--- src/hw/rtl/tkcl_pkg.sv ---
// Shared types and constants of the top-k candidate list picker.
package tkcl_pkg;

   localparam int unsigned ID_W    = 16;
   localparam int unsigned COST_W  = 32;
   localparam int unsigned FRAC_W  = 17;
   localparam int unsigned CNT_W   = 4;   // holds a count up to fifteen
   localparam int unsigned NUM_THR = 4;   // number of threshold registers
   localparam int unsigned CSR_IDX_W = 3;
   localparam logic [FRAC_W-1:0] THR_ONE = 17'h10000;

   typedef enum logic [1:0] {
      OP_INSERT = 2'd0,
      OP_PICK   = 2'd1,
      OP_CLEAR  = 2'd2,
      OP_NOP    = 2'd3
   } op_type;

   // Word that travels down the row of cells, one cell per cycle.
   typedef struct packed {
      op_type              op;
      logic [ID_W-1:0]     id;      // carried candidate id
      logic [COST_W-1:0]   cost;    // carried candidate cost
      logic                cvalid;  // carried candidate still looking for a place
      logic                displaced; // carried candidate was pushed out of an earlier slot
      logic [FRAC_W-1:0]   draw;
      logic                found;
      logic [ID_W-1:0]     picked;
      logic [ID_W-1:0]     last;
      logic                any;
      logic [CNT_W-1:0]    count;
   } token_type;

endpackage

--- src/hw/rtl/tkcl_cell.sv ---
// One list slot: holds an entry and works on the word passing through it.
module tkcl_cell (
   input  logic                            clock,
   input  logic                            reset,
   input  logic                            thr_en,
   input  logic [tkcl_pkg::FRAC_W-1:0]     thr,
   input  logic                            tok_v,
   input  tkcl_pkg::token_type             tok,
   output logic                            tok_v_out,
   output tkcl_pkg::token_type             tok_out
);

   logic                          valid_ff, valid_in;
   logic [tkcl_pkg::ID_W-1:0]     id_ff, id_in;
   logic [tkcl_pkg::COST_W-1:0]   cost_ff, cost_in;
   logic                          tok_v_ff;
   tkcl_pkg::token_type           tok_ff, tok_in;

   always_comb begin
      valid_in = valid_ff;
      id_in    = id_ff;
      cost_in  = cost_ff;
      tok_in   = tok;
      if (tok_v) begin
         case (tok.op)
            tkcl_pkg::OP_INSERT: begin
               // take the carried candidate if the slot is free, it is strictly cheaper,
               // or it was pushed out of an earlier slot (shift the tail down one place)
               if (tok.cvalid && (!valid_ff || tok.displaced || (tok.cost < cost_ff))) begin
                  valid_in         = 1'b1;
                  id_in            = tok.id;
                  cost_in          = tok.cost;
                  tok_in.id        = id_ff;
                  tok_in.cost      = cost_ff;
                  tok_in.cvalid    = valid_ff;
                  tok_in.displaced = 1'b1;
               end
            end
            tkcl_pkg::OP_PICK: begin
               if (valid_ff) begin
                  tok_in.last = id_ff;
                  tok_in.any  = 1'b1;
                  if (thr_en && !tok.found && (tok.draw <= thr)) begin
                     tok_in.found  = 1'b1;
                     tok_in.picked = id_ff;
                  end
               end
            end
            tkcl_pkg::OP_CLEAR: begin
               valid_in = 1'b0;
            end
            default: begin
            end
         endcase
         tok_in.count = tok.count + {{(tkcl_pkg::CNT_W-1){1'b0}}, valid_in};
      end
   end

   always_ff @(posedge clock) begin
      if (reset) begin
         valid_ff <= 1'b0;
         tok_v_ff <= 1'b0;
      end else begin
         valid_ff <= valid_in;
         tok_v_ff <= tok_v;
      end
      id_ff   <= id_in;
      cost_ff <= cost_in;
      tok_ff  <= tok_in;
   end

   assign tok_v_out = tok_v_ff;
   assign tok_out   = tok_ff;

endmodule

--- src/hw/rtl/top_k_candidate_list_picker.sv ---
// Top level of the top-k candidate list picker: row of slot cells, thresholds, result register.
//
//   channel  direction  handshake              payload
//   req_     in         req_valid / req_stall  opcode, candidate_id, candidate_cost, random_draw
//   rsp_     out        rsp_valid / rsp_stall  picked_id, list_empty, stored_count
//   csr_     in         csr_valid / csr_ready  csr_index, csr_data (threshold registers)
//
// One word at a time: an accepted word walks the row of LIST_SIZE cells, one cell a
// cycle, then waits in a pending register before the result register; a new word is
// taken only once the pending word has moved on into the result register.
// Reset empties the list, sets every threshold to one and clears the valid and busy flags; payloads are not cleared.
// A stalled result holds in its register while the next word is already walking.
module top_k_candidate_list_picker #(
   parameter int unsigned LIST_SIZE = 4
) (
   input  logic                               clock,
   input  logic                               reset,
   input  logic                               req_valid,
   output logic                               req_stall,
   input  logic [1:0]                         req_opcode,
   input  logic [tkcl_pkg::ID_W-1:0]          req_candidate_id,
   input  logic [tkcl_pkg::COST_W-1:0]        req_candidate_cost,
   input  logic [tkcl_pkg::FRAC_W-1:0]        req_random_draw,
   output logic                               rsp_valid,
   input  logic                               rsp_stall,
   output logic [tkcl_pkg::ID_W-1:0]          rsp_picked_id,
   output logic                               rsp_list_empty,
   output logic [2:0]                         rsp_stored_count,
   input  logic                               csr_valid,
   output logic                               csr_ready,
   input  logic [tkcl_pkg::CSR_IDX_W-1:0]     csr_index,
   input  logic [tkcl_pkg::FRAC_W-1:0]        csr_data
);

   // threshold registers
   logic [tkcl_pkg::FRAC_W-1:0] thr_ff [tkcl_pkg::NUM_THR];

   // word path through the cells; index 0 is the entry register
   logic                  tok_v [LIST_SIZE+1];
   tkcl_pkg::token_type   tok   [LIST_SIZE+1];
   logic                  tok0_v_ff;
   tkcl_pkg::token_type   tok0_ff, tok0_in;

   logic                  busy_ff;
   logic                  pend_v_ff;
   tkcl_pkg::token_type   pend_ff;
   logic                  rsp_valid_ff;
   logic [tkcl_pkg::ID_W-1:0] rsp_picked_id_ff, rsp_picked_id_in;
   logic                  rsp_list_empty_ff, rsp_list_empty_in;
   logic [2:0]            rsp_stored_count_ff;

   logic                  req_take;
   logic                  rsp_free;
   logic                  pend_move;
   logic [LIST_SIZE:0]    tok_v_vec;

   assign req_stall = busy_ff;
   assign req_take  = req_valid && !busy_ff;
   assign rsp_free  = !rsp_valid_ff || !rsp_stall;
   assign pend_move = pend_v_ff && rsp_free;
   assign csr_ready = 1'b1;

   // build the word that enters the first cell
   always_comb begin
      tok0_in        = '0;
      tok0_in.op     = tkcl_pkg::op_type'(req_opcode);
      tok0_in.id     = req_candidate_id;
      tok0_in.cost   = req_candidate_cost;
      tok0_in.draw   = req_random_draw;
      tok0_in.cvalid = (tkcl_pkg::op_type'(req_opcode) == tkcl_pkg::OP_INSERT);
   end

   assign tok_v[0] = tok0_v_ff;
   assign tok[0]   = tok0_ff;

   for (genvar i = 0; i < LIST_SIZE; i++) begin : g_cell
      logic                        thr_en;
      logic [tkcl_pkg::FRAC_W-1:0] thr;
      if (i < tkcl_pkg::NUM_THR) begin : g_thr
         assign thr_en = 1'b1;
         assign thr    = thr_ff[i];
      end else begin : g_nothr
         // slots past the threshold registers are only ever picked as the last entry
         assign thr_en = 1'b0;
         assign thr    = '0;
      end
      tkcl_cell u_cell (
         .clock     (clock),
         .reset     (reset),
         .thr_en    (thr_en),
         .thr       (thr),
         .tok_v     (tok_v[i]),
         .tok       (tok[i]),
         .tok_v_out (tok_v[i+1]),
         .tok_out   (tok[i+1])
      );
      assign tok_v_vec[i] = tok_v[i];
   end
   assign tok_v_vec[LIST_SIZE] = tok_v[LIST_SIZE];

   // resolve the pick from the finished word
   always_comb begin
      rsp_picked_id_in  = '0;
      rsp_list_empty_in = 1'b0;
      if (pend_ff.op == tkcl_pkg::OP_PICK) begin
         if (!pend_ff.any) begin
            rsp_list_empty_in = 1'b1;
         end else if (pend_ff.found) begin
            rsp_picked_id_in = pend_ff.picked;
         end else begin
            rsp_picked_id_in = pend_ff.last;
         end
      end
   end

   always_ff @(posedge clock) begin
      if (reset) begin
         for (int i = 0; i < tkcl_pkg::NUM_THR; i++) begin
            thr_ff[i] <= tkcl_pkg::THR_ONE;
         end
         tok0_v_ff    <= 1'b0;
         busy_ff      <= 1'b0;
         pend_v_ff    <= 1'b0;
         rsp_valid_ff <= 1'b0;
      end else begin
         // drop writes beyond the threshold registers
         if (csr_valid && (csr_index < tkcl_pkg::CSR_IDX_W'(tkcl_pkg::NUM_THR))) begin
            thr_ff[csr_index[1:0]] <= csr_data;
         end
         tok0_v_ff <= req_take;
         if (req_take) begin
            busy_ff <= 1'b1;
         end else if (pend_move) begin
            busy_ff <= 1'b0;
         end
         if (tok_v[LIST_SIZE]) begin
            pend_v_ff <= 1'b1;
         end else if (pend_move) begin
            pend_v_ff <= 1'b0;
         end
         if (pend_move) begin
            rsp_valid_ff <= 1'b1;
         end else if (!rsp_stall) begin
            rsp_valid_ff <= 1'b0;
         end
      end
      if (req_take) begin
         tok0_ff <= tok0_in;
      end
      if (tok_v[LIST_SIZE]) begin
         pend_ff <= tok[LIST_SIZE];
      end
      if (pend_move) begin
         rsp_picked_id_ff    <= rsp_picked_id_in;
         rsp_list_empty_ff   <= rsp_list_empty_in;
         rsp_stored_count_ff <= pend_ff.count[2:0];
      end
   end

   assign rsp_valid        = rsp_valid_ff;
   assign rsp_picked_id    = rsp_picked_id_ff;
   assign rsp_list_empty   = rsp_list_empty_ff;
   assign rsp_stored_count = rsp_stored_count_ff;

   // at most one word walks the row at any time
   a_one_word: assert property (@(posedge clock) disable iff (reset)
      $onehot0(tok_v_vec))
      else $error("more than one word in the cell row");

   // a word in the row or pending always keeps the input stalled
   a_busy_cover: assert property (@(posedge clock) disable iff (reset)
      ((tok_v_vec != '0) || pend_v_ff) |-> busy_ff)
      else $error("word in flight while input open");

   // an accepted word reaches the end of the row, passing the entry register and every cell
   a_walk_len: assert property (@(posedge clock) disable iff (reset)
      req_take |-> ##(LIST_SIZE+1) tok_v[LIST_SIZE])
      else $error("word lost in the cell row");

   // the finished count never exceeds the list length
   a_count_range: assert property (@(posedge clock) disable iff (reset)
      pend_v_ff |-> (pend_ff.count <= tkcl_pkg::CNT_W'(LIST_SIZE)))
      else $error("stored count beyond list size");

   // a finished word never lands on a pending one that has not moved on
   a_no_overrun: assert property (@(posedge clock) disable iff (reset)
      tok_v[LIST_SIZE] |-> !pend_v_ff)
      else $error("pending word overwritten");

endmodule
--- config.mk ---
export PLATFORM = sky130hd
export DESIGN_NAME = top_k_candidate_list_picker
export DESIGN_NICKNAME = d
export VERILOG_FILES = /design/src/hw/rtl/tkcl_pkg.sv /design/src/hw/rtl/tkcl_cell.sv /design/src/hw/rtl/top_k_candidate_list_picker.sv
export SDC_FILE = /design/constraint.sdc
export NUM_CORES = 1
export LEC_CHECK = 0
export BUFFER_PORTS_ARGS = -buffer_cell sky130_fd_sc_hd__buf_2
export CORE_ASPECT_RATIO = 1.1
export CORE_UTILIZATION = 40
export DETAILED_ROUTE_END_ITERATION = 8
export PLACE_DENSITY = 0.62
export REMOVE_ABC_BUFFERS = 1
export SYNTH_ARGS = -nofsm -noshare
export SYNTH_HDL_FRONTEND = slang
export SYNTH_SLANG_ARGS = --single-unit
--- constraint.sdc ---
create_clock -name clock -period 5.8 [get_ports clock]
set_input_delay 0.58 -clock clock [delete_from_list [all_inputs] [get_ports clock]]
set_output_delay 0.58 -clock clock [all_outputs]
set_load 0.05 [all_outputs]
==> impl_metrics.json, run 1 <==
{
  "busiest_layer": "met2",
  "register_area_um2": 18900,
  "hold_path.class": "in2reg",
  "fp.dieH_um": 292,
  "port_buffers": 113,
  "clk_path_buf_depth": 3,
  "grt_max_degree": 99,
  "fmax_mhz": 300,
  "fin_crit_ns": 3.33,
  "tns_ns": 0,
  "slew_violations": 0,
  "synth_area_per_cell_um2": 12.7,
  "use_met2_pct": 26.1,
  "fin_hold_ws_ns": 0.108,
  "finalCritPeriodShare_pct": 57.4,
  "antenna_left": 0,
  "firstDrtPassIters": 5,
  "drive_gt1_share_pct": 17.4,
  "area_growth_pct": 14.3,
  "worstReg2RegEnd": "g_cell[3].u_cell.cost_ff[5]",
  "htreeDepth": 3,
  "initial_core_util_pct": 40.6,
  "ir_worst_vdd_v": 0.000234,
  "coreArea_um2": 75000,
  "path_max_fanout": 28,
  "synth-edff-count": 387,
  "ys_ff_latch": 753,
  "die_w_um": 265,
  "synthArstFlopShare_pct": 0,
  "antenna_found_initial": 3,
  "multi_input_area_um2": 10300,
  "cp-end-kind": "register",
  "path_class": "reg2reg",
  "cts.reportedPaths.clkPinSlew_ns": 0.06,
  "grt_pass1_vias": 18500,
  "dieArea_um2": 77300,
  "layout_commonest_cell": "edfxtp_1",
  "setup_violations": 0,
  "grt_use_met1_pct": 21.7,
  "hold_buffers": 0,
  "fin_util_pct": 46.5,
  "r2r_cells": 9,
  "cts_tree": "built",
  "boundaryPins": 115,
  "ys_types": 61,
  "worst_hold_path.num_cells": 1,
  "worstPathRequired_ns": 6.06,
  "nFillCells": 6604,
  "nets": 2792,
  "routed_wl_um": 62300,
  "route.detailed.drc": 0,
  "grt_usage_pct": 16.1,
  "cts_resized": 0,
  "hold_violations": 0,
  "synth.yosys.warnings": 0,
  "gr-total-overflow": 0,
  "synthFlopType": "edfxtp_1",
  "grt_first_pass_wirelength_um": 99400,
  "post-dp-hpwl_um": 42200,
  "tightest_slew_ns": 1.17,
  "skew_ns": 0.0495,
  "cts_buffers": 79,
  "final_cells": 3587,
  "powerDensity_nw_per_um2": 328,
  "syn_inst": 2393,
  "rsz0062_at_grt": "no",
  "leakage_nw": 14.3,
  "cp.arrival_ns": 3.59,
  "layout_common_cells": "387 x edfxtp_1, 365 x dfxtp_1, 220 x inv_1",
  "maxCapViolCount": 0,
  "post_cts_buffers": 0,
  "worst_setup_path_start_kind": "register",
  "gp_congestion": 0.806,
  "drt_iter0_drc": 1073,
  "r2r_start": "g_cell[3].u_cell.cost_ff[5]",
  "root_buffer": "clkbuf_16",
  "dp.cells": 3438,
  "vias": 18400,
  "rows": 105,
  "wl_per_cell_um": 17.4,
  "clock_latency_ns": 0.65,
  "min_from": "req_candidate_id[9]",
  "status": "finished clean",
  "yosysSeqAreaShare_pct": 62.1,
  "relSlewSlack_pct": 21.8,
  "syn_area_um2": 30500,
  "use_met3_pct": 2.35,
  "r2r_slack_ns": 2.47,
  "worstHoldEndpoint": "tok[526]",
  "vias_per_cell": 5.12,
  "clock_sinks": 753
}
==> stage by stage <==
step | power (mW) | setup WS [ns] | area (um^2)
6_report | 11.4 | 2.47 | 34900
5_1_grt | 11.9 | 2.29 | 34800
4_1_cts | 11.6 | 2.40 | 34800
3_5_place_dp | 6.45 | 2.41 | 32100
3_3_place_gp | 6.43 | 2.51 | 32100
2_1_floorplan | 6.25 | -3.48 | 30000
==> power breakdown <==
group,switching (mW),total (mW),internal (mW)
Combinational,0.271,0.479,0.207
Clock,2.10,5.10,3.00
Sequential,0.103,5.86,5.76
Total,2.47,11.4,8.96
==> critical path, cell delays in order (launching register included) <==
cell and delay [ns]:
edfxtp_1 0.36, inv_1 0.06, ha_1 0.23, a21o_1 0.16, a21o_1 0.18, a21oi_1 0.17, o21ai_0 0.11, o31a_1 0.34
a211oi_4 0.84, buf_4 0.51
==> cell type report <==
cell class	count	share of cell area, %
sequential	753	54.4
timing repair buffer	139	2.18
antenna	1	0.00718
clock inverter	34	1.12
inverter	220	2.37
multi-input combinational	1310	29.7
tap	1016	3.65
clock buffer	114	6.64
==> how the worst max path moves through the flow <==
stage	to	cells after the start	from	slack [ns]
final	g_cell[3].u_cell.cost_ff[5]	9	g_cell[3].u_cell.cost_ff[5]	2.47
after global routing	g_cell[3].u_cell.cost_ff[5]	9	g_cell[3].u_cell.cost_ff[5]	2.29
after CTS	g_cell[3].u_cell.cost_ff[7]	9	g_cell[3].u_cell.cost_ff[5]	2.40
after detailed placement	g_cell[3].u_cell.cost_ff[6]	9	g_cell[3].u_cell.cost_ff[5]	2.41
after global placement	g_cell[3].u_cell.cost_ff[6]	9	g_cell[3].u_cell.cost_ff[5]	2.51
after floorplan	g_cell[0].u_cell.tok_out[100]	7	tok[504]	-3.48
==> kinds of logic (layout without fill, tap and decap cells) <==
family          count (synthesis)  count (layout)  synth area share (%)
flops                         753             753                  62.1
buf+inv                       330             507                  4.24
simple gates                  560             560                  9.89
xor+xnor                        1               1                0.0287
mux                           184             184                  6.84
other cells                     1               2                0.0123
fa+ha+maj                     197             197                  8.08
compound gates                367             367                  8.76
==> registers in the layout (all words and copies together), names as in the netlist, 4 cells and up <==
signal	flops
g_cell.u_cell.tok_out	354
g_cell.u_cell.cost_ff	128
thr_ff	68
tok	68
g_cell.u_cell.id_ff	64
pend_ff	39
rsp_picked_id	16
g_cell.u_cell.tok_v_out	4
g_cell.u_cell.valid_ff	4
==> layer usage <==
| layer | part of all wire, % | routed length [um] |
|---|---|---|
| met1 | 46 | 28600 |
| met4 | 2.5 | 1560 |
| met3 | 4.6 | 2890 |
| met2 | 47 | 29300 |
| met5 | 0 | 0 |
==> synthesized netlist by cell type (33+ instances only) <==
master    number  area [um^2]
nor2_1        53          199
edfxtp_1     387        11600
nor2b_1       64          400
clkbuf_1      88          330
and3_1        53          332
inv_1        220          826
a221oi_1      50          438
and2_1        84          526
nand2_1       77          289
a21o_1        33          248
a2111o_1      47          529
nand3_1      140          701
dfxtp_1      366         7330
ha_1         197         2460
mux2_2       145         1630
o21ai_0       45          225
a21oi_1       88          440
No activity file was read; power rests on OpenSTA's default activity.
==> run 2: changes to the inputs <==
ABC_AREA = 1   (was default)
PLACE_DENSITY = 0.6   (was 0.62)
clock period = 3.2 ns   (was 5.8 ns; I/O delays follow)
==> run 2 against run 1 <==
Compared with the run above: die area down 5.5%; total power increased by 78%; non-clock buffer count up 75; critical path depth rose by 3; sequential share of layout area is 2.0 points higher; via count fell by 2.1%; design area fell by 3.6%; combinational power up 110%; setup slack got worse by 1.8 ns.
==> impl_metrics.json, run 2 <==
{
  "route.detailed.drc": 0,
  "htreeDepth": 3,
  "largest_register_ffs": 354,
  "path_buf_inv": 3,
  "startpoint": "g_cell[0].u_cell.cost_ff[27]",
  "firstDrtPassIters": 5,
  "fin_util_pct": 47.5,
  "max_stage_delay_ns": 0.41,
  "synth_largest_area_cell": "edfxtp_1",
  "synth_area_per_cell_um2": 10.7,
  "vias_per_cell": 4.61,
  "crit_top_cell": "nand2_1",
  "cts.reportedPaths.clkPinSlew_ns": 0.06,
  "drive_gt1_share_pct": 9.59,
  "clock_sinks": 753,
  "grt_usage_pct": 15.1,
  "power_frac_seq_pct": 52.8,
  "synth.yosys.warnings": 0,
  "vias": 18000,
  "skew_ns": 0.0412,
  "crit_chain": "inv_1, ha_1, a21oi_1, o21ai_0, nand2_1, nand3_1, a21oi_1, nand2_1, nand2_1, nand2_1, inv_2, buf_12",
  "area_growth_pct": 16.7,
  "clkPwrFrac_pct": 42.4,
  "slew_violations": 0,
  "rows": 102,
  "antenna_found_initial": 0,
  "final_cells": 3898,
  "fin_hold_ws_ns": 0.0703,
  "status": "finished clean",
  "tightest_slew_ns": 0.786,
  "fin_crit_ns": 2.48,
  "antenna_cells": 0,
  "synthArstFlopShare_pct": 0,
  "min_from": "csr_data[15]",
  "drt_iter0_drc": 890,
  "switching_share_pct": 21.8,
  "cts_tree": "built",
  "path_max_fanout": 32,
  "synth.most_common_cell": "nand2_1",
  "gp_congestion": 0.820,
  "ys_ff_latch": 753,
  "root_buffer": "clkbuf_16",
  "layout_setup_ws_ns": 0.717,
  "yosys-top-cells-count": "715 x nand2_1, 387 x edfxtp_1, 366 x dfxtp_1",
  "clock_latency_ns": 0.62,
  "port_buffers": 113,
  "post-dp-hpwl_um": 39100,
  "coreArea_um2": 70800,
  "powerDensity_nw_per_um2": 604,
  "finalCritPeriodShare_pct": 77.6,
  "netSwitchingPower_mw": 4.42,
  "synth-edff-count": 387,
  "maxCapViolCount": 0,
  "post_cts_buffers": 0,
  "top_layer_used": "met4",
  "fin_area_um2": 33600,
  "setup_violations": 0,
  "yosysSeqAreaShare_pct": 65.8,
  "antenna_left": 0,
  "syn_area_um2": 28800,
  "syn_inst": 2689,
  "wl_met3_um": 1920,
  "dieArea_um2": 73100,
  "hold_violations": 0,
  "internal_power_mw": 15.9,
  "cp.arrival_ns": 2.75,
  "grt_max_degree": 70,
  "fmax_mhz": 403,
  "tns_ns": 0,
  "nFillCells": 6264,
  "ir_worst_vdd_v": 0.000451,
  "initial_core_util_pct": 40.7,
  "layout_commonest_cell": "nand2_1",
  "worstPathRequired_ns": 3.47,
  "rsz0062_at_grt": "no",
  "grt_first_pass_wirelength_um": 90000,
  "synth_area_leaders": "edfxtp_1 40%, dfxtp_1 25%, nand2_1 9.3%, ha_1 8.6%, inv_1 4.2%",
  "boundaryPins": 115,
  "gr-total-overflow": 0,
  "routed_wl_um": 54000,
  "wl_met1_um": 24600,
  "layout_common_cells": "715 x nand2_1, 387 x edfxtp_1, 366 x dfxtp_1",
  "wl_per_cell_um": 13.9,
  "cp-end-kind": "register",
  "place_ws_ns": 0.743,
  "nets": 3189,
  "slowest_stage": "edfxtp_1",
  "fp.dieH_um": 283,
  "relSlewSlack_pct": 47.5,
  "dp.cells": 3689,
  "cts_buffers": 74,
  "grt_pass1_vias": 18200,
  "r2r_start": "g_cell[0].u_cell.cost_ff[27]",
  "die_w_um": 258,
  "leakage_nw": 15.0,
  "ys_types": 40,
  "place_area_um2": 30400,
  "path_class": "reg2reg",
  "fin_total_pwr_mw": 20.3,
  "synth_top_area_share_pct": 40.3,
  "clk_path_buf_depth": 3,
  "hold_path.class": "in2reg",
  "worst_setup_path_start_kind": "register",
  "crit_family": "buffers and inverters",
  "synthFlopType": "edfxtp_1",
  "comb_power_share_pct": 4.9,
  "wl_met2_um": 26000
}
[run 2: changes by cell type after synthesis, moves of 51 or more]
| cell | change |
|---|---|
| mux2_2 | -145 |
| nor2_1 | +104 |
| and2_1 | -84 |
| and3_1 | -51 |
| inv_1 | +101 |
| nand2_1 | +638 |
| nor2b_1 | -64 |
| clkbuf_1 | -59 |
[run 2: kinds of logic (layout without fill, tap and decap cells)]
family	count (synthesis)	after routing	share of synthesized area (%)
and+or+nand+nor	1141	1141	16.5
other	1	1	0.0130
AOI/OAI and AO/OA	191	191	3.43
buffers and inverters	405	678	5.70
DFF	753	753	65.8
xor gates and xnor gates	1	1	0.0304
adders and majority gates	197	197	8.56
[run 2: power by group through the flow]
stage	clock, mW	combinational (mW)	sequential, mW
global placement	0	0.888	10.9
finish	8.60	0.993	10.7
global route	9.25	1.16	10.8
floorplan	0	0.617	10.9
detailed placement	0	0.931	10.9
CTS	8.83	1.01	10.7
[run 2: final cells by class]
cell class | count | area (um^2) | share of cell area (%)
Clock inverter | 28 | 254 | 0.756
Multi-Input combinational cell | 1531 | 8250 | 24.6
Clock buffer | 110 | 2230 | 6.64
Inverter | 326 | 1220 | 3.64
Tap cell | 936 | 1170 | 3.48
Sequential cell | 753 | 18900 | 56.4
Timing Repair Buffer | 214 | 1530 | 4.54
[run 2: metal layers]
| layer | up-vias | GRT usage [%] |
|---|---|---|
| li1 | 9291 | - |
| met1 | 8261 | 18.9 |
| met2 | 336 | 25.8 |
| met3 | 84 | 2.52 |
| met4 | 0 | 5.89 |
| met5 | - | 0 |
[run 2: worst register-to-register path, cell delays in order (launching register included)]
cell and delay, ns:
edfxtp_1 0.41, inv_1 0.09, ha_1 0.25, a21oi_1 0.14, o21ai_0 0.10, nand2_1 0.06, nand3_1 0.06, a21oi_1 0.14
nand2_1 0.11, nand2_1 0.09, nand2_1 0.08, inv_2 0.31, buf_12 0.27
[run 2: path summary, 6_finish.rpt]
kind,slack (ns),to,cells after the start
worst max-delay path,0.72,g_cell[0].u_cell.cost_ff[4],12
worst min-delay path,0.07,thr_ff[0][15],3
worst max register to register,0.72,g_cell[0].u_cell.cost_ff[4],12
worst min register to register,0.36,g_cell[1].u_cell.tok_out[54],0
[run 2: repair_timing]
item,in CTS,in global routing
hold buffers,71,0
gates resized for setup,0,0
hold endpoints to repair,73,0
